[config.mk]
export PLATFORM = sky130hd
export DESIGN_NAME = fbpf_cmd_fifo
export DESIGN_NICKNAME = d
export VERILOG_FILES = /design/src/rtl/fbpf_pkg.sv /design/src/rtl/fbpf_cmd_fifo.sv
export SDC_FILE = /design/constraint.sdc
export NUM_CORES = 1
export LEC_CHECK = 0
export BUFFER_PORTS_ARGS = -buffer_cell sky130_fd_sc_hd__buf_4
export CORE_MARGIN = 2
export CORE_UTILIZATION = 45
export CTS_CLUSTER_SIZE = 8
export DETAILED_ROUTE_END_ITERATION = 12
export PLACE_DENSITY = 0.75
export SYNTH_ARGS = -nofsm -noshare
export SYNTH_HDL_FRONTEND = slang
export SYNTH_SLANG_ARGS = --single-unit
[constraint.sdc]
create_clock -name clk -period 1.8 [get_ports clk]
set_input_delay 0.18 -clock clk [delete_from_list [all_inputs] [get_ports clk]]
set_output_delay 0.18 -clock clk [all_outputs]
set_load 0.05 [all_outputs]
[src/rtl/fbpf_pkg.sv]
`timescale 1ns / 1ps

package fbpf_pkg;

  // Field widths of the request and response channels.
  localparam int OFFSET_W    = 32;
  localparam int SIZE_W      = 17;
  localparam int COUNT_W     = 11;
  localparam int OUT_IDX_W   = 10;
  localparam int OUT_OFF_W   = 26;
  localparam int CFG_DATA_W  = 17;

  // Widest block index that any supported pool depth needs.
  localparam int IDX_MAX_W   = 16;

  // Pool depth and register reset values.
  localparam int POOL_DEPTH_DEFAULT = 1024;
  localparam logic [SIZE_W-1:0]  BLOCK_SIZE_RESET  = SIZE_W'(64);
  localparam logic [COUNT_W-1:0] BLOCK_COUNT_RESET = COUNT_W'(1024);

  // Legal range of the block size.
  localparam logic [SIZE_W-1:0] BS_MIN = SIZE_W'(8);
  localparam logic [SIZE_W-1:0] BS_MAX = SIZE_W'(65536);

  // Depth of the command queue between front and back.
  localparam int CMDQ_DEPTH = 2;
  localparam int CMDQ_PTR_W = $clog2(CMDQ_DEPTH);
  localparam int CMDQ_CNT_W = $clog2(CMDQ_DEPTH + 1);

  // Request kinds.
  localparam logic KIND_ALLOC = 1'b0;
  localparam logic KIND_FREE  = 1'b1;

  // Configuration register indexes.
  typedef enum logic [0:0] {
    REG_BLOCK_SIZE  = 1'b0,
    REG_BLOCK_COUNT = 1'b1
  } reg_idx_t;

  // Effective configuration after clamping.
  typedef struct packed {
    logic [SIZE_W-1:0]  eff_size;
    logic [COUNT_W-1:0] eff_count;
  } cfg_t;

  // Classified request handed from front to back.
  typedef struct packed {
    logic                 kind;
    logic                 ignored;
    logic [IDX_MAX_W-1:0] idx;
  } cmd_t;

  typedef enum logic [1:0] {
    FR_IDLE,
    FR_DIV,
    FR_PUSH
  } fr_state_t;

  typedef enum logic [1:0] {
    BK_SWEEP,
    BK_IDLE,
    BK_ALLOC_WAIT
  } bk_state_t;

endpackage

[src/rtl/fbpf_cmd_fifo.sv]
`timescale 1ns / 1ps

module fbpf_cmd_fifo (
  input  logic            clk,
  input  logic            rst,
  input  logic            push,
  input  fbpf_pkg::cmd_t  push_cmd,
  output logic            full,
  input  logic            pop,
  output fbpf_pkg::cmd_t  pop_cmd,
  output logic            empty
);
  import fbpf_pkg::*;

  cmd_t                  entries [CMDQ_DEPTH];
  logic [CMDQ_PTR_W-1:0] wr_ptr;
  logic [CMDQ_PTR_W-1:0] rd_ptr;
  logic [CMDQ_CNT_W-1:0] count;
  logic                  do_push;
  logic                  do_pop;

  assign full    = (count == CMDQ_CNT_W'(CMDQ_DEPTH));
  assign empty   = (count == '0);
  assign do_push = push && !full;
  assign do_pop  = pop && !empty;
  assign pop_cmd = entries[rd_ptr];

  // Pointer and occupancy bookkeeping.
  always_ff @(posedge clk) begin
    if (rst) begin
      wr_ptr <= '0;
      rd_ptr <= '0;
      count  <= '0;
    end else begin
      if (do_push) begin
        wr_ptr <= (wr_ptr == CMDQ_PTR_W'(CMDQ_DEPTH - 1)) ? '0 : wr_ptr + 1'b1;
      end
      if (do_pop) begin
        rd_ptr <= (rd_ptr == CMDQ_PTR_W'(CMDQ_DEPTH - 1)) ? '0 : rd_ptr + 1'b1;
      end
      if (do_push && !do_pop) begin
        count <= count + 1'b1;
      end else if (do_pop && !do_push) begin
        count <= count - 1'b1;
      end
    end
  end

  // Entry storage.
  always_ff @(posedge clk) begin
    if (do_push) begin
      entries[wr_ptr] <= push_cmd;
    end
  end

endmodule

==> impl_metrics.env <==
export IMPL_die_area_sq_um=3844
export IMPL_synth_warnings=0
export IMPL_setup_violations=0
export IMPL_fin_setup_tns_ps=0
export IMPL_via_total_after_detailed_routing=835
export IMPL_fin_util=0.6179
export IMPL_n_fill_cell=270
export IMPL_number_of_instances_resized_during_post_cts_repair=0
export IMPL_synth_sequential_area_ratio=0.7802
export IMPL_power_static_leakage_nw=0.7817
export IMPL_post_route_drc_count=0
export IMPL_r2r_end="count[1]"
export IMPL_grt_antenna_before_repair=0
export IMPL_dr_first_iter_drc_count=26
export IMPL_netlist_cell_type_count=14
export IMPL_synth_xor_area_share=0.01736
export IMPL_largest_family_of_logic_cells_by_synthesized_area="multiplexers"
export IMPL_core_area_sq_um=3284
export IMPL_count_of_inserted_antenna_diode_cells=0
export IMPL_clock_power_share=0.175
export IMPL_all_layer_global_routing_usage=0.1326
export IMPL_finish_net_count=159
export IMPL_p_switching_mw=1.167
export IMPL_critical_path_slowest_cell="sky130_fd_sc_hd__mux2_2"
export IMPL_worstSetupStartpointType="register"
export IMPL_result_of_the_run="complete, no violations"
export IMPL_r2r_setup_slack_ps=210
export IMPL_layout_commonest_cell="sky130_fd_sc_hd__buf_4"
export IMPL_synth_simple_gate_area_share=0.03058
export IMPL_finalHoldViolCount=0
export IMPL_compound_gate_fraction_of_synth_area=0.01653
export IMPL_comb_power_share=0.421
export IMPL_clock_insertion_delay_worst_skew_ps=330
export IMPL_crit_path_max_fanout=18
export IMPL_cts_num_sinks=41
export IMPL_critical_path_max_stage_delay_ps=370
export IMPL_crit_top_cell="sky130_fd_sc_hd__buf_4"
export IMPL_place_gp_congestion=0.7291
export IMPL_ys_ff_latch=41
export IMPL_wire_per_inst_um=12.61
export IMPL_timing_reg2reg_worst_path_depth=4
export IMPL_p_int_mw=1.951
export IMPL_mappedNetlistNets=104
export IMPL_critical_path_reg2reg_startpoint="count[0]"
export IMPL_cts_clk_slew_worst_paths_ps=110
export IMPL_min_to="entries[1][17]"
export IMPL_maxCapViolCount=0
export IMPL_timing_final_crit_share=0.9196
export IMPL_timing_fmax_mhz=604.1
export IMPL_cts_hold_buffers_added=0
export IMPL_layout_common_cells="44 x sky130_fd_sc_hd__buf_4, 36 x sky130_fd_sc_hd__edfxtp_1, 18 x sky130_fd_sc_hd__mux2_2"
export IMPL_grt_start_max_net_pins=19
export IMPL_switching_power_share_of_the_total=0.3743
export IMPL_post_drt_via_cell_ratio=4.563
export IMPL_max_slew_margin=0.7944
export IMPL_number_of_slew_limit_violations_in_the_final_report=0
export IMPL_critical_path_n_buffers_inverters=2
export IMPL_fin_skew_ps=9.328
export IMPL_worst_slew_pin_slew_ps=305.2
export IMPL_wl_mm=2.308
export IMPL_tritoncts_num_buffers=5
export IMPL_tritoncts_clock_tree="built"
export IMPL_post_synth_fa_ha_maj_area_fraction=0.008264
export IMPL_synthToLayoutAreaGrowth_pct=34.05
export IMPL_first_pass_grt_wire_length_mm=3.519
export IMPL_timing_critical_path_max_delay_family="buffers and inverters"
export IMPL_cp_num_cells=3
export IMPL_ctsLongestPathBuffers=2
export IMPL_y_dimension_of_the_die_um=62
export IMPL_synth_area_per_cell_sq_um=18.69
export IMPL_postSynthCellCount=81
export IMPL_via_count_of_the_first_global_routing_pass=813
export IMPL_fin_area_sq_um=2029
export IMPL_rsz0062_at_grt="false"
export IMPL_cts_root_buffer_cell="sky130_fd_sc_hd__clkbuf_4"
export IMPL_chipWidth_um=62
export IMPL_detail_route_first_pass_iterations=4
export IMPL_worstHoldPathType="input pin to register"
export IMPL_synth_mux_area_frac=0.1339
export IMPL_netlist_area_sq_um=1514
export IMPL_vdd_ir_drop_worst_v=0.001313
export IMPL_globalRouteOverflowTotal=0
export IMPL_core_rowCount=21
export IMPL_worst_ep_arrival_time_ps=1480
export IMPL_number_of_h_tree_levels=2
export IMPL_critical_path_required_ps=1620
export IMPL_place_area_sq_um=1894
export IMPL_hold_path_startpoint="push_cmd[17]"
export IMPL_share_seq_of_total_power=0.404
export IMPL_layout_min_cycle_time_ps=1655
export IMPL_hold_path_depth=1
export IMPL_boundaryPins=42
export IMPL_final_antenna_net_count=0
export IMPL_floorplan_initialDensity=0.4610
export IMPL_timing_critical_path_to_type="output pin"
export IMPL_drive_gt1_frac=0.5036
export IMPL_power_density_nw_per_um2=1537
export IMPL_critical_path_cell_chain="buf_4 -> mux2_2 -> buf_4"
export IMPL_timing_setup_critical_path_class="register to output pin"
export IMPL_place_hpwl_mm=1.611
export IMPL_buffers_inserted_during_post_cts_setup_optimization=0
export IMPL_place_port_buffers=41
-- cell type report --
cell class                      instances  area, sq um  share of cell area
Clock buffer                            6        41.29             0.02035
Clock inverter                          2        33.78             0.01665
Inverter                                2        7.507            0.003699
Multi-Input combinational cell         36        317.8              0.1566
Sequential cell                        41         1181              0.5820
Tap cell                               46        57.56             0.02836
Timing Repair Buffer                   50        390.4              0.1924
-- state kept, by name, indices dropped and copies added, names as in the netlist, named ones only --
| signal | flops |
|---|---|
| entries | 36 |
| count | 2 |
| rd_ptr | 1 |
| wr_ptr | 1 |
-- synthesized netlist by cell type --
library cell / count / area [sq um]
sky130_fd_sc_hd__a21oi_1: 2 / 10.01
sky130_fd_sc_hd__and2_1: 1 / 6.260
sky130_fd_sc_hd__buf_2: 1 / 5.000
sky130_fd_sc_hd__buf_4: 1 / 7.510
sky130_fd_sc_hd__dfxtp_1: 5 / 100.1
sky130_fd_sc_hd__edfxtp_1: 36 / 1081
sky130_fd_sc_hd__ha_1: 1 / 12.51
sky130_fd_sc_hd__inv_1: 2 / 7.510
sky130_fd_sc_hd__mux2_2: 18 / 202.7
sky130_fd_sc_hd__nor2_1: 5 / 18.77
sky130_fd_sc_hd__nor2b_2: 1 / 8.760
sky130_fd_sc_hd__o21ai_0: 3 / 15.01
sky130_fd_sc_hd__or3_1: 2 / 12.51
sky130_fd_sc_hd__xor2_1: 3 / 26.28
-- layer usage --
layer,part of all wire,track usage,vias to the layer above
li1,-,-,413
met1,0.38,0.1464,393
met2,0.54,0.2232,25
met3,0.067,0.06418,4
met4,0.013,0.04559,0
met5,0,0,-
-- per-stage QoR --
stage	hold WS, ps	setup WS [ps]	power (mW)	std cells
final	22.70	144.7	3.119	183
after floorplan	249.1	156.8	2.228	81
after global placement	366.3	330.4	2.566	169
after CTS	8.835	115.4	3.144	177
after global routing	0.3031	54.14	3.274	183
after detailed placement	367.4	221.7	2.598	169
-- cell families (layout without fill, tap and decap cells) --
| kind of cell | after synthesis | in the layout |
|---|---|---|
| mux | 18 | 18 |
| compound gates | 5 | 5 |
| fa+ha+maj | 1 | 1 |
| xor+xnor | 3 | 3 |
| buf+inv | 4 | 60 |
| simple gates | 9 | 9 |
| flops | 41 | 41 |
-- how the worst max path moves through the flow --
stage / from / end / slack [ps]
final: register / pop_cmd[11] / 140
after global routing: register / pop_cmd[6] / 50
after CTS: register / pop_cmd[11] / 120
after detailed placement: count[0] / count[1] / 220
after global placement: count[0] / count[1] / 330
after floorplan: count[0] / entries[0][0] / 160
-- power groups by stage --
| stage | registers (mW) | logic, mW | clock network, mW |
|---|---|---|---|
| 2_1_floorplan | 1.26 | 0.963 | 0 |
| 3_3_place_gp | 1.27 | 1.30 | 0 |
| 3_5_place_dp | 1.28 | 1.31 | 0 |
| 4_1_cts | 1.26 | 1.32 | 0.564 |
| 5_1_grt | 1.28 | 1.40 | 0.599 |
| 6_report | 1.26 | 1.31 | 0.547 |
Power figures use the tool's default switching activity.
