`src/rtl/fbpf_pkg.sv`:
```
`timescale 1ns / 1ps

package fbpf_pkg;

  // Field widths of the request and response channels.
  localparam int OFFSET_W    = 32;
  localparam int SIZE_W      = 17;
  localparam int COUNT_W     = 11;
  localparam int OUT_IDX_W   = 10;
  localparam int OUT_OFF_W   = 26;
  localparam int CFG_DATA_W  = 17;

  // Widest block index that any supported pool depth needs.
  localparam int IDX_MAX_W   = 16;

  // Pool depth and register reset values.
  localparam int POOL_DEPTH_DEFAULT = 1024;
  localparam logic [SIZE_W-1:0]  BLOCK_SIZE_RESET  = SIZE_W'(64);
  localparam logic [COUNT_W-1:0] BLOCK_COUNT_RESET = COUNT_W'(1024);

  // Legal range of the block size.
  localparam logic [SIZE_W-1:0] BS_MIN = SIZE_W'(8);
  localparam logic [SIZE_W-1:0] BS_MAX = SIZE_W'(65536);

  // Depth of the command queue between front and back.
  localparam int CMDQ_DEPTH = 2;
  localparam int CMDQ_PTR_W = $clog2(CMDQ_DEPTH);
  localparam int CMDQ_CNT_W = $clog2(CMDQ_DEPTH + 1);

  // Request kinds.
  localparam logic KIND_ALLOC = 1'b0;
  localparam logic KIND_FREE  = 1'b1;

  // Configuration register indexes.
  typedef enum logic [0:0] {
    REG_BLOCK_SIZE  = 1'b0,
    REG_BLOCK_COUNT = 1'b1
  } reg_idx_t;

  // Effective configuration after clamping.
  typedef struct packed {
    logic [SIZE_W-1:0]  eff_size;
    logic [COUNT_W-1:0] eff_count;
  } cfg_t;

  // Classified request handed from front to back.
  typedef struct packed {
    logic                 kind;
    logic                 ignored;
    logic [IDX_MAX_W-1:0] idx;
  } cmd_t;

  typedef enum logic [1:0] {
    FR_IDLE,
    FR_DIV,
    FR_PUSH
  } fr_state_t;

  typedef enum logic [1:0] {
    BK_SWEEP,
    BK_IDLE,
    BK_ALLOC_WAIT
  } bk_state_t;

endpackage

```
`src/rtl/fbpf_if.sv`:
```
`timescale 1ns / 1ps

// Request channel: one allocate or free per transaction.
interface fbpf_req_if;
  import fbpf_pkg::*;

  logic                valid;
  logic                ready;
  logic                kind;
  logic [OFFSET_W-1:0] offset;

  modport source (output valid, kind, offset, input ready);
  modport sink   (input valid, kind, offset, output ready);
endinterface


```
`src/rtl/fbpf_front.sv`:
```
`timescale 1ns / 1ps

module fbpf_front (
  input  logic           clk,
  input  logic           rst,
  input  fbpf_pkg::cfg_t cfg,
  input  logic           sweeping,
  fbpf_req_if.sink       req,
  output logic           push,
  output fbpf_pkg::cmd_t push_cmd,
  input  logic           fifo_full
);
  import fbpf_pkg::*;

  localparam int BIT_CNT_W = $clog2(OFFSET_W);

  fr_state_t             state;
  fr_state_t             state_next;
  logic                  kind_q;
  logic [OFFSET_W-1:0]   dq;
  logic [SIZE_W-1:0]     rem;
  logic [SIZE_W-1:0]     divisor;
  logic [BIT_CNT_W-1:0]  bit_cnt;
  logic [SIZE_W:0]       rem_sh;
  logic [SIZE_W:0]       rem_diff;
  logic                  fits;
  logic                  accept;

  assign req.ready = (state == FR_IDLE) && !sweeping;
  assign accept    = req.valid && req.ready;

  // One restoring division step: the quotient shifts into dq as the dividend leaves.
  assign rem_sh   = {rem, dq[OFFSET_W-1]};
  assign rem_diff = rem_sh - {1'b0, divisor};
  assign fits     = (rem_sh >= {1'b0, divisor});

  // Classified command; after the division dq holds the block index.
  assign push              = (state == FR_PUSH) && !fifo_full;
  assign push_cmd.kind     = kind_q;
  assign push_cmd.ignored  = (kind_q == KIND_FREE) && (dq >= OFFSET_W'(cfg.eff_count));
  assign push_cmd.idx      = dq[IDX_MAX_W-1:0];

  always_ff @(posedge clk) begin
    if (rst) begin
      state <= FR_IDLE;
    end else begin
      state <= state_next;
    end
  end

  // Next state of the front sequencer.
  always_comb begin
    state_next = state;
    case (state)
      FR_IDLE: begin
        if (accept) begin
          state_next = (req.kind == KIND_FREE) ? FR_DIV : FR_PUSH;
        end
      end
      FR_DIV: begin
        if (bit_cnt == BIT_CNT_W'(OFFSET_W - 1)) begin
          state_next = FR_PUSH;
        end
      end
      FR_PUSH: begin
        if (!fifo_full) begin
          state_next = FR_IDLE;
        end
      end
      default: state_next = FR_IDLE;
    endcase
  end

  // Request capture and divider datapath.
  always_ff @(posedge clk) begin
    if (accept) begin
      kind_q  <= req.kind;
      dq      <= req.offset;
      rem     <= '0;
      divisor <= cfg.eff_size;
      bit_cnt <= '0;
    end else if (state == FR_DIV) begin
      rem     <= fits ? rem_diff[SIZE_W-1:0] : rem_sh[SIZE_W-1:0];
      dq      <= {dq[OFFSET_W-2:0], fits};
      bit_cnt <= bit_cnt + 1'b1;
    end
  end

endmodule

```
`src/flat_wrapper.sv`:
```
// flat-port wrapper written by rule: the top's interface ports become plain ports
module fbpf_front_flat import fbpf_pkg::*;
  (clk, rst, cfg, sweeping, push, push_cmd, fifo_full, req_valid, req_kind, req_offset, req_ready);
  fbpf_req_if req_i ();
  input  logic clk;
  input  logic rst;
  input  fbpf_pkg::cfg_t cfg;
  input  logic sweeping;
  output logic push;
  output fbpf_pkg::cmd_t push_cmd;
  input  logic fifo_full;
  input wire logic [$bits(req_i.valid)-1:0] req_valid;
  input wire logic [$bits(req_i.kind)-1:0] req_kind;
  input wire logic [$bits(req_i.offset)-1:0] req_offset;
  output wire logic [$bits(req_i.ready)-1:0] req_ready;
  assign req_i.valid = req_valid;
  assign req_i.kind = req_kind;
  assign req_i.offset = req_offset;
  assign req_ready = req_i.ready;
  fbpf_front u_core (.clk(clk), .rst(rst), .cfg(cfg), .sweeping(sweeping), .req(req_i), .push(push), .push_cmd(push_cmd), .fifo_full(fifo_full));
endmodule
```
`config.mk`:
```
export PLATFORM = sky130hd
export DESIGN_NAME = fbpf_front_flat
export DESIGN_NICKNAME = d
export VERILOG_FILES = /design/src/rtl/fbpf_pkg.sv /design/src/rtl/fbpf_if.sv /design/src/rtl/fbpf_front.sv /design/src/flat_wrapper.sv
export SDC_FILE = /design/constraint.sdc
export NUM_CORES = 1
export LEC_CHECK = 0
export BUFFER_PORTS_ARGS = -buffer_cell sky130_fd_sc_hd__buf_2
export CORE_MARGIN = 10
export CORE_UTILIZATION = 40
export DETAILED_ROUTE_END_ITERATION = 8
export GPL_ROUTABILITY_DRIVEN = 0
export PLACE_DENSITY_LB_ADDON = 0.15
export SLEW_MARGIN = 10
export SYNTH_ARGS = -nofsm -noshare
export SYNTH_HDL_FRONTEND = slang
export SYNTH_SLANG_ARGS = --single-unit
```
`constraint.sdc`:
```
create_clock -name clk -period 8.61 [get_ports clk]
set_clock_uncertainty 0.15 [all_clocks]
set_input_delay 0 -clock clk [delete_from_list [all_inputs] [get_ports clk]]
set_output_delay 0 -clock clk [all_outputs]
set_load 0.05 [all_outputs]
```
==> key figures, run 1 <==
Status
  – Status: finished clean

Placement
  – Post-DP HPWL: ~8000 um
  – Placed insts: 674
  – Post-place setup slack: between 5 and 6 ns
  – IO buf count: 85

Setup path
  – Critical Path Sink Type: register
  – Worst reg2reg startpoint: u_core.dq[31]$_DFFE_PP_
  – Worst EP required: approximately 8.7 ns
  – WP data arrival: 3.60 ns
  – CP startpoint kind: register
  – Crit path kind: reg2reg
  – R2R Setup Slk: slightly above 5 ns
  – CP Max Fanout: 18
  – Reg-to-Reg End: u_core.rem[15]$_SDFFE_PP0P_
  – Worst-case reg-to-reg path depth: 10

Yosys
  – Sequential area share after synthesis: roughly 45%
  – Post-Syn Area: approximately 4400 um2
  – Cells after Synth: between 400 and 500
  – Register bit total from synthesis: 74
  – Post-synth EDFFs: 50
  – Distinct cells, synth: 62
  – Fraction of registers with async set/reset: 0%
  – Yosys warns: 0
  – Syn avg cell area: slightly above 9 um2
  – Ys flop type: edfxtp_1
  – Synth Net Count: 580

Global route
  – Largest net degree at the start of global routing: 57
  – Initial antenna violation count: 0
  – First-pass GRT wire length: around 19,000 um
  – GR Util All Layers: 14.47%
  – Number of global-route vias before repair: roughly 3,900
  – Grt ovf: 0

Floorplanning
  – Die height: approximately 120 um
  – DIE WIDTH: about 120 um
  – Die area: around 16,000 um2
  – Rows: 38
  – Ports: 86
  – Core area: between 10,000 and 15,000 um2
  – Starting Density: about two fifths

Power
  – Overall Power: 889.1 uW
  – Pwr Density: approximately 160 nW/um2
  – Peak VDD IR: roughly 0.07 mV
  – Static Leak: between 2 and 3 nW

STA
  – RSZ-0062 raised after global routing: no
  – Final WS setup: approximately 5 ns
  – Fin Hold WS: between 0.1 and 0.15 ns
  – Setup TNS Final: 0 ns
  – Slew margin rel.: 38.52%
  – Part of the cycle the worst path needs: 40.43%
  – FMAX: between 200 and 300 MHz
  – Final setup fails: 0
  – Slew at the pin closest to its max-slew limit: a little over 0.9 ns
  – Max-slew violation count: 0
  – Fin crit period: roughly 3.5 ns
  – Fin. Hold Viols: 0

CTS
  – Clock root cell: clkbuf_8
  – Insertion delay to the later sink of the worst-skew pair: 0.36 ns
  – CTS sink cnt: 74
  – Total CTS buffers: 9
  – CTS Buffer Depth: 2
  – CTS tree: built
  – Clock transition at path regs: 0.10 ns
  – Htree depth: 3

Cells and area
  – Commonest non-fill, non-tap cell in the layout: nand2_1
  – Share of layout cells above drive strength 1: 18.11%
  – Multi-input combinational cell area: 2059 um2
  – Nets@finish: slightly below 700
  – Ant diodes: 0
  – Layout area overhead: 25.78%
  – FF/Latch Area: approximately 2000 um2
  – FILL cells: roughly 1,000
  – Final std cells w/o fill: 742
  – Most frequent cells in the layout: nand2_1, buf_2, dlygate4sd3_1, edfxtp_1, nand3_1

Run
  – Max-Cap Viols: 0

Detailed routing
  – Antenna viol nets, final: 0
  – First drt pass iteration count: 5
  – Starting DRT DRC Count: 322
  – Drc violations: 0
  – DR WL/cell: about 15 um
  – Via density per instance: between 5 and 6
  – Final wirelength: roughly 11,000 um
  – Via count: 3,799

Hold path
  – End of the worst hold path: u_core.rem[12]$_SDFFE_PP0P_
  – Hold depth: 5
  – HP Start: req_valid
  – Hold crit path type: in2reg
[cell families (layout without fill, tap and decap cells)]
logic type / count (synthesis) / after routing / share of synthesized area, %
simple gates: 207 / 207 / 21.45
flops: 74 / 74 / 45.13
compound gates: 85 / 85 / 13.42
buf+inv: 71 / 190 / 7.977
mux: 1 / 1 / 0.2279
fa+ha+maj: 31 / 31 / 9.003
xor+xnor: 14 / 14 / 2.792
[cell usage after synthesis, drive strengths merged (3+ instances only)]
cell type  number  share of area, %
dfxtp          24                11
nand2b          6              0.85
edfxtp         50                34
nor2b           4              0.57
a31oi           4              0.57
buf            27               4.2
o2111ai         3              0.60
xor2            4              0.80
o21a            5              0.85
o21ai          18               2.1
nand4           4              0.71
nand2         121                10
a21o            7               1.2
nor3            5              0.57
a211o           3              0.60
a211oi          3              0.51
nor4            5              0.71
xnor2          10               2.0
and3            4              0.57
nand3          33               3.8
clkbuf         11              0.94
nor2           12               1.0
inv            33               2.8
and2            3              0.43
ha             30               8.5
a21oi          16               1.8
o31ai           4              0.91
[critical path, stage by stage (launching register included)]
cell       delay [ns]
edfxtp_1         0.44
inv_1            0.09
ha_1             0.16
inv_1            0.06
fa_1             0.39
a21o_1           0.23
a221o_1          0.33
a222oi_1         0.45
and2_1           0.65
a2111oi_0        0.19
o31ai_2          0.24
[report_power, final]
group | switching, mW | total, mW | internal, mW
combinational | 0.104 | 0.175 | 0.0703
clock | 0.149 | 0.288 | 0.139
sequential | 0.0167 | 0.426 | 0.409
total | 0.270 | 0.889 | 0.619
[layout make-up]
cell class | instances | area share (%)
flip-flops and latches | 74 | 35.88
well taps | 140 | 3.171
repair buffers | 141 | 17.67
clock inverters | 7 | 1.518
multi-input cells | 338 | 37.28
inverters | 33 | 2.242
clock buffers | 9 | 2.242
[routing by layer]
layer	global-route usage [%]	part of all wire [%]	up-vias
li1	-	-	1918
met1	18.15	48	1773
met2	24.10	46	102
met3	4.043	5.7	6
met4	3.153	0.60	0
met5	0	0	-
[worst max path at each step]
stage	end	slack (ns)	cells past startpoint	from
4_1_cts	u_core.rem[15]$_SDFFE_PP0P_	5.16	10	u_core.dq[31]$_DFFE_PP_
5_1_grt	u_core.rem[15]$_SDFFE_PP0P_	4.88	10	u_core.dq[31]$_DFFE_PP_
3_3_place_gp	u_core.rem[15]$_SDFFE_PP0P_	5.31	10	u_core.dq[31]$_DFFE_PP_
3_5_place_dp	u_core.rem[15]$_SDFFE_PP0P_	5.19	10	u_core.dq[31]$_DFFE_PP_
6_report	u_core.rem[15]$_SDFFE_PP0P_	5.13	10	u_core.dq[31]$_DFFE_PP_
2_1_floorplan	u_core.dq[0]$_DFFE_PP_	5.26	6	u_core.state[1]$_SDFFE_PP0P_
[what timing repair did]
item / in CTS / in global routing
endpoints found under the setup margin: 0 / 0
hold buffers: 52 / 0
buffers inserted: 0 / 0
endpoints found under the hold margin: 52 / 0
gates resized for setup: 0 / 0
[sequential cells by signal (all words and copies together), names as in the netlist]
register,cells
u_core.bit_cnt,5
u_core.rem,17
u_core.kind_q,1
u_core.dq,32
u_core.state,2
u_core.divisor,17
[stage by stage]
stage                     cell area (um2)  util [%]
after floorplan                      4392         -
after global placement               4796     44.44
after detailed placement             4796     44.44
after CTS                            5524     51.18
after global routing                 5524     51.18
final                                5524     51.18
Note: power is estimated with default switching activity, not from simulation.
==> run 2, diff against run 1 <==
==> constraint.sdc (replaced) <==
create_clock -name clk -period 2.9 [get_ports clk]
set_clock_uncertainty 0.15 [all_clocks]
set_input_delay 0 -clock clk [delete_from_list [all_inputs] [get_ports clk]]
set_output_delay 0 -clock clk [all_outputs]
set_load 0.05 [all_outputs]
==> key figures, run 2 (synthesis results as in run 1) <==
CTS
  – Clock root cell: clkbuf_8
  – Htree depth: 3 (unchanged)
  – CTS tree: built
  – Clock transition at path regs: 0.08 ns (-0.02 ns)
  – Insertion delay to the later sink of the worst-skew pair: 0.36 ns (about the same)
  – CTS sink cnt: 74 (unchanged)
  – Total CTS buffers: 9 (unchanged)
  – CTS Buffer Depth: 2 (unchanged)

Floorplanning
  – Die height: 124.8 um (unchanged)
  – Die area: 15,570 um2 (unchanged)
  – Rows: 38 (unchanged)
  – DIE WIDTH: 124.8 um (unchanged)
  – Ports: 86 (unchanged)
  – Core area: 10,790 um2 (unchanged)
  – Starting Density: 40.69% (unchanged)

Hold path
  – Hold crit path type: in2reg

STA
  – Final setup fails: 0 (unchanged)
  – Max-slew violation count: 0 (unchanged)
  – Slew at the pin closest to its max-slew limit: 0.9636 ns (+0.04477 ns)
  – Part of the cycle the worst path needs: 96.72% (+56 points)
  – Fin. Hold Viols: 0 (unchanged)
  – Fin crit period: 2.805 ns (-0.6759 ns)
  – Slew margin rel.: 35.52% (-3.0 points)
  – RSZ-0062 raised after global routing: yes
  – Fin Hold WS: 0.1095 ns (+0.004639 ns)
  – FMAX: 356.5 MHz (+24%)

Cells and area
  – Ant diodes: 0 (unchanged)
  – Share of layout cells above drive strength 1: 23.18% (+5.1 points)
  – Final std cells w/o fill: 757 (+2.0%)
  – Most frequent cells in the layout: nand2_1, buf_2, dlygate4sd3_1, edfxtp_1, inv_1
  – Finished Cell Area: 5781 um2 (+4.6%)
  – Layout area overhead: 31.62%
  – Max FFs per register: 32 (unchanged)
  – Nets@finish: 709 (+2.2%)
  – Top reg by flops: u_core.dq
  – Commonest non-fill, non-tap cell in the layout: nand2_1
  – Top flop regs: u_core.dq: 32 flops, u_core.divisor: 17 flops, u_core.rem: 17 flops

Setup path
  – Crit path kind: reg2reg
  – WP data arrival: 2.89 ns (-0.71 ns)
  – Worst EP required: 2.99 ns (-5.74 ns)
  – Critical Path Sink Type: register
  – CP Max Fanout: 8 (-10)
  – CP startpoint kind: register

Run
  – Max-Cap Viols: 0 (unchanged)

Global route
  – Largest net degree at the start of global routing: 57 (unchanged)
  – Grt ovf: 0 (unchanged)
  – GR Util All Layers: 14.59% (+0.12 points)
  – Met2 global-route usage: 23.05% (-1.1 points)
  – Initial antenna violation count: 0 (unchanged)
  – Met1 Resource Use GR: 18.67% (+0.52 points)
  – Number of global-route vias before repair: 3,888 (-0.44%)
  – First-pass GRT wire length: 19,120 um (about the same)
  – GRT Max-Usage Layer: met2
  – Grt met3 use: 3.319% (-0.72 points)

Power
  – Internal: 1.933 mW (+210%)
  – Sw frac: 29.10% (-1.3 points)
  – Logic pwr share: 20.0% (+0.4 points)
  – Clock Power Share: 33.6% (+1.2 points)
  – Register share of total power: 46.4% (-1.5 points)
  – Psw: 793.3 uW (+190%)
  – Peak VDD IR: 0.2792 mV (+300%)
  – Pwr Density: 471.6 nW/um2 (+190%)
  – Static Leak: 2.670 nW (+5.4%)

Detailed routing
  – Antenna viol nets, final: 0 (unchanged)
  – Final wirelength: 11,630 um (+2.9%)
  – Drc violations: 0 (unchanged)
  – Via density per instance: 5.116 (about the same)
  – First drt pass iteration count: 4 (-1)
  – DR WL/cell: 15.36 um (+0.89%)
  – Starting DRT DRC Count: 171 (-47%)
  – Via count: 3,873 (+1.9%)

Placement
  – IO buf count: 85 (unchanged)
  – Placed instance area: 4888 um2 (+1.9%)
  – Placed insts: 684 (+1.5%)
  – Post-DP HPWL: 8163 um (+2.4%)

Status
  – Status: finished clean
[run 2: path summary, 6_finish.rpt]
path,startpoint,endpoint,slack [ns],cells after the start
max,u_core.dq[31]$_DFFE_PP_,u_core.rem[6]$_SDFFE_PP0P_,0.1,12
min,req_valid,u_core.rem[2]$_SDFFE_PP0P_,0.11,6
max reg2reg,u_core.dq[31]$_DFFE_PP_,u_core.rem[6]$_SDFFE_PP0P_,0.1,12
min reg2reg,u_core.bit_cnt[4]$_SDFFE_PP0P_,u_core.bit_cnt[4]$_SDFFE_PP0P_,0.32,2
[run 2: through the flow]
step	setup slack, ns	total power [mW]	util [%]	setup TNS [ns]
floorplan	0.05615	1.633	-	0
global placement	0.02714	1.759	45.29	0
detailed placement	-0.05903	1.765	45.29	-0.1242
CTS	0.02494	2.742	52.27	0
global route	-0.1087	2.864	53.56	-0.8788
finish	0.09504	2.726	53.56	0
[run 2: cell type report]
class	count	area, um2
fill	994	5012
multi-input combinational	338	2141
sequential	74	1982
timing repair buffer	156	1134
tap	140	175.2
clock buffer	9	123.9
inverter	33	123.9
clock inverter	7	101.3
[run 2: metal layers]
layer,vias up,wire [um]
met5,-,0
met3,19,569
met2,107,5371
met4,0,225
met1,1797,5458
li1,1950,-
[run 2: what timing repair did]
action | in CTS | in global routing
hold buffers | 52 | 0
endpoints found under the hold margin | 52 | 0
resized for setup | 0 | 23
buffers inserted | 1 | 3
endpoints found under the setup margin | 4 | 18
pin swaps | 1 | 13
cloned | 0 | 1
[run 2: power groups by stage]
stage               logic, mW  registers [mW]  clock network, mW
finish                  0.545            1.26              0.917
global route            0.606            1.27              0.985
CTS                     0.533            1.26              0.945
detailed placement      0.477            1.29                  0
global placement        0.473            1.29                  0
floorplan               0.361            1.27                  0
[run 2: critical path: stages (launching register included)]
cell and delay (ns):
edfxtp_1 0.40, inv_1 0.08, ha_2 0.18, inv_2 0.04, fa_2 0.34, a21o_1 0.19, a221o_1 0.35, a222oi_1 0.34
buf_4 0.20, nand2_4 0.05, buf_6 0.16, mux2i_1 0.14, o21ai_1 0.06
==> run 3, diff against run 2 <==
--- a/config.mk
+++ b/config.mk
@@ -5,6 +5,7 @@
 export SDC_FILE = /design/constraint.sdc
 export NUM_CORES = 1
 export LEC_CHECK = 0
+export ABC_AREA = 1
 export BUFFER_PORTS_ARGS = -buffer_cell sky130_fd_sc_hd__buf_2
 export CORE_MARGIN = 10
 export CORE_UTILIZATION = 40
==> key figures, run 3 <==
Placement
  – Post-DP HPWL: 8477 um (+3.8%)
  – Placed insts: 816 (+19%)
  – Placed instance area: 5187 um2 (+6.1%)
  – IO buf count: 85 (unchanged)
  – Post-place setup slack: 0.5621 ns (+0.6211 ns)

Setup path
  – WP data arrival: 2.73 ns (-0.16 ns)
  – Slowest stage delay, CP: 0.55 ns (+0.15 ns)
  – Critical Path Sink Type: register
  – Worst reg2reg startpoint: u_core.bit_cnt[0]$_SDFFE_PP0P_
  – Critical path depth in cells: 11 (-1)
  – Crit path cell chain: ha_1 -> inv_1 -> nor3_1 -> ha_1 -> o21ai_0 -> inv_1 -> nand3_1 -> nand2_1 -> dlygate4sd3_1 -> a21oi_1 -> dlygate4sd3_1
  – R2R Setup Slk: 0.24 ns (+0.15 ns)
  – CP startpoint kind: register
  – Crit path kind: reg2reg
  – Worst path top cell family by delay: buffers and inverters
  – Reg-to-Reg End: u_core.state[0]$_SDFFE_PP0P_
  – Critical-path top delay cell: dlygate4sd3_1
  – Crit path buf inv count: 4 (unchanged)
  – CP Max Fanout: 4 (-4)
  – Worst EP required: 2.97 ns (-0.02 ns)
  – Worst-case reg-to-reg path depth: 11 (-1)

Yosys
  – Largest cells by area after synthesis: edfxtp_1, nand2_1, dfxtp_1
  – Sequential area share after synthesis: 41.56% (-3.6 points)
  – Synth cell count leaders: nand2_1, inv_1, edfxtp_1, nand3_1, ha_1
  – Fraction of registers with async set/reset: 0% (unchanged)
  – Cells after Synth: 614 (+27%)
  – Post-synth top area cell: edfxtp_1
  – Post-Syn Area: 4768 um2 (+8.6%)
  – Post-synth EDFFs: 50 (unchanged)
  – Share of the synthesized area in the top cell type: 31.49% (-2.7 points)
  – Register bit total from synthesis: 74 (unchanged)
  – Ys flop type: edfxtp_1
  – Most frequent cell after synthesis: nand2_1
  – Yosys warns: 0 (unchanged)
  – Synth Net Count: 711 (+23%)
  – Syn avg cell area: 7.766 um2 (-15%)
  – Distinct cells, synth: 39 (-37%)

Detailed routing
  – First drt pass iteration count: 4 (unchanged)
  – Antenna viol nets, final: 0 (unchanged)
  – Via count: 4,088 (+5.6%)
  – Drc violations: 0 (unchanged)
  – Final wirelength: 11,450 um (-1.5%)
  – DR WL/cell: 12.92 um (-16%)
  – Starting DRT DRC Count: 245 (+43%)
  – Via density per instance: 4.614 (-9.8%)

Floorplanning
  – Starting Density: 41.23% (+0.54 points)
  – DIE WIDTH: 129.2 um (+3.5%)
  – Core area: 11,560 um2 (+7.2%)
  – Rows: 39 (+2.6%)
  – Die area: 16,690 um2 (+7.2%)
  – Die height: 129.2 um (+3.5%)
  – Ports: 86 (unchanged)

CTS
  – CTS Buffer Depth: 2 (unchanged)
  – Clock root cell: clkbuf_16
  – Htree depth: 3 (unchanged)
  – CTS tree: built
  – Clock transition at path regs: 0.06 ns (-0.02 ns)
  – Post-CTS Setup Inserts: 0 (-1)
  – Insertion delay to the later sink of the worst-skew pair: 0.34 ns (-0.02 ns)
  – Total CTS buffers: 9 (unchanged)
  – CTS sink cnt: 74 (unchanged)

Power
  – Peak VDD IR: 0.4094 mV (+47%)
  – Pwr Density: 1025 nW/um2 (+120%)
  – Static Leak: 3.050 nW (+14%)

Cells and area
  – Commonest non-fill, non-tap cell in the layout: nand2_1
  – Max FFs per register: 32 (unchanged)
  – Nets@finish: 835 (+18%)
  – Multi-input combinational cell area: 2180 um2 (+1.8%)
  – FF/Latch Area: 1982 um2 (unchanged)
  – FILL cells: 1,143 (+15%)
  – Share of layout cells above drive strength 1: 18.03% (-5.1 points)
  – Most frequent cells in the layout: nand2_1, inv_1, buf_2, dlygate4sd3_1, edfxtp_1
  – Top reg by flops: u_core.dq
  – Top flop regs: u_core.dq: 32 flops, u_core.divisor: 17 flops, u_core.rem: 17 flops
  – Final std cells w/o fill: 886 (+17%)
  – Ant diodes: 0 (unchanged)
  – Finished Cell Area: 6040 um2 (+4.5%)
  – Layout area overhead: 26.66%

STA
  – Final setup fails: 0 (unchanged)
  – Part of the cycle the worst path needs: 91.61% (-5.1 points)
  – Fin. Hold Viols: 0 (unchanged)
  – Fin crit period: 2.657 ns (-0.1483 ns)
  – Final WS setup: 0.2434 ns (+0.1483 ns)
  – RSZ-0062 raised after global routing: no
  – Slew margin rel.: 63.21% (+28 points)
  – Max-slew violation count: 0 (unchanged)
  – FMAX: 376.4 MHz (+5.6%)
  – Slew at the pin closest to its max-slew limit: 0.5510 ns (-0.4126 ns)
  – Setup TNS Final: 0 ns (unchanged)

Global route
  – First-pass GRT wire length: 19,430 um (+1.6%)
  – Largest net degree at the start of global routing: 40 (-30%)
  – Number of global-route vias before repair: 4,214 (+8.4%)
  – Grt ovf: 0 (unchanged)
  – Initial antenna violation count: 0 (unchanged)
  – GR Util All Layers: 14.23% (-0.36 points)

Hold path
  – End of the worst hold path: u_core.rem[16]$_SDFFE_PP0P_
  – Hold depth: 6 (unchanged)
  – Hold crit path type: in2reg
  – HP Start: req_valid

Status
  – Status: finished clean

Run
  – Max-Cap Viols: 0 (unchanged)
[run 3: changes by cell type after synthesis, moves of 5 or more]
cell	previous run	this run
clkbuf_1	11	0
nand3b_1	2	11
nand2_2	0	8
nand2b_1	6	0
a21o_1	7	0
buf_2	4	10
nor2_1	12	24
inv_1	32	94
nand2_1	121	222
o21a_1	5	0
nand3_2	0	5
[run 3: what timing repair did]
item	4_1_cts	5_1_grt
hold buffers	54	0
hold endpoints to repair	52	0
resized for setup	0	0
[run 3: layout make-up]
cell class | instances | share of cell area, %
flip-flops and latches | 74 | 32.82
inverters | 97 | 6.029
clock buffers | 11 | 3.853
repair buffers | 145 | 16.95
clock inverters | 5 | 1.305
multi-input cells | 411 | 36.09
well taps | 143 | 2.963
[run 3: layer usage]
metal,vias to the layer above,part of all wire (%),track usage [%]
met5,-,0,0
met4,0,1.7,6.221
met3,12,4.3,3.059
met2,68,48,23.28
met1,1816,46,17.72
li1,2192,-,-
[run 3: worst max-delay path by stage]
stage                                         startpoint                            to  slack (ns)
after global placement           u_core.dq[31]$_DFFE_PP_   u_core.rem[12]$_SDFFE_PP0P_        0.64
after detailed placement         u_core.dq[31]$_DFFE_PP_   u_core.rem[12]$_SDFFE_PP0P_        0.56
after CTS                 u_core.bit_cnt[0]$_SDFFE_PP0P_  u_core.state[0]$_SDFFE_PP0P_        0.25
final                     u_core.bit_cnt[0]$_SDFFE_PP0P_  u_core.state[0]$_SDFFE_PP0P_        0.24
after floorplan             u_core.state[1]$_SDFFE_PP0P_    u_core.rem[1]$_SDFFE_PP0P_        0.42
after global routing      u_core.bit_cnt[0]$_SDFFE_PP0P_  u_core.state[0]$_SDFFE_PP0P_        0.01
[run 3: through the flow]
| step | util [%] | total power [mW] | hold slack, ns |
|---|---|---|---|
| after floorplan | - | 4.476 | -0.05113 |
| after global placement | 44.86 | 4.938 | 0.02629 |
| after detailed placement | 44.86 | 4.979 | 0.02842 |
| after CTS | 52.22 | 6.252 | 0.09428 |
| after global routing | 52.22 | 6.746 | 0.1601 |
| final | 52.22 | 6.189 | 0.09912 |
[run 3: logic make-up after synthesis]
| group | synth area share [%] |
|---|---|
| flip-flops | 41.56 |
| buffers and inverters | 12.73 |
| adder cells (fa/ha/maj) | 8.292 |
| AND/OR/NAND/NOR | 30.31 |
| XOR/XNOR | 1.469 |
| AO/OA/AOI/OAI | 5.642 |
[run 3: report_power, final]
group          switching, mW  total (mW)  internal, mW
sequential             0.245        1.87          1.63
clock                  0.421        1.17         0.750
combinational           2.06        3.15          1.08
[run 3: worst min-delay path, cell delays in order]
cell and delay (ns):
buf_2 0.07, nand2_1 0.12, nand2_2 0.10, inv_2 0.12, nand2_1 0.08, nand2_1 0.04
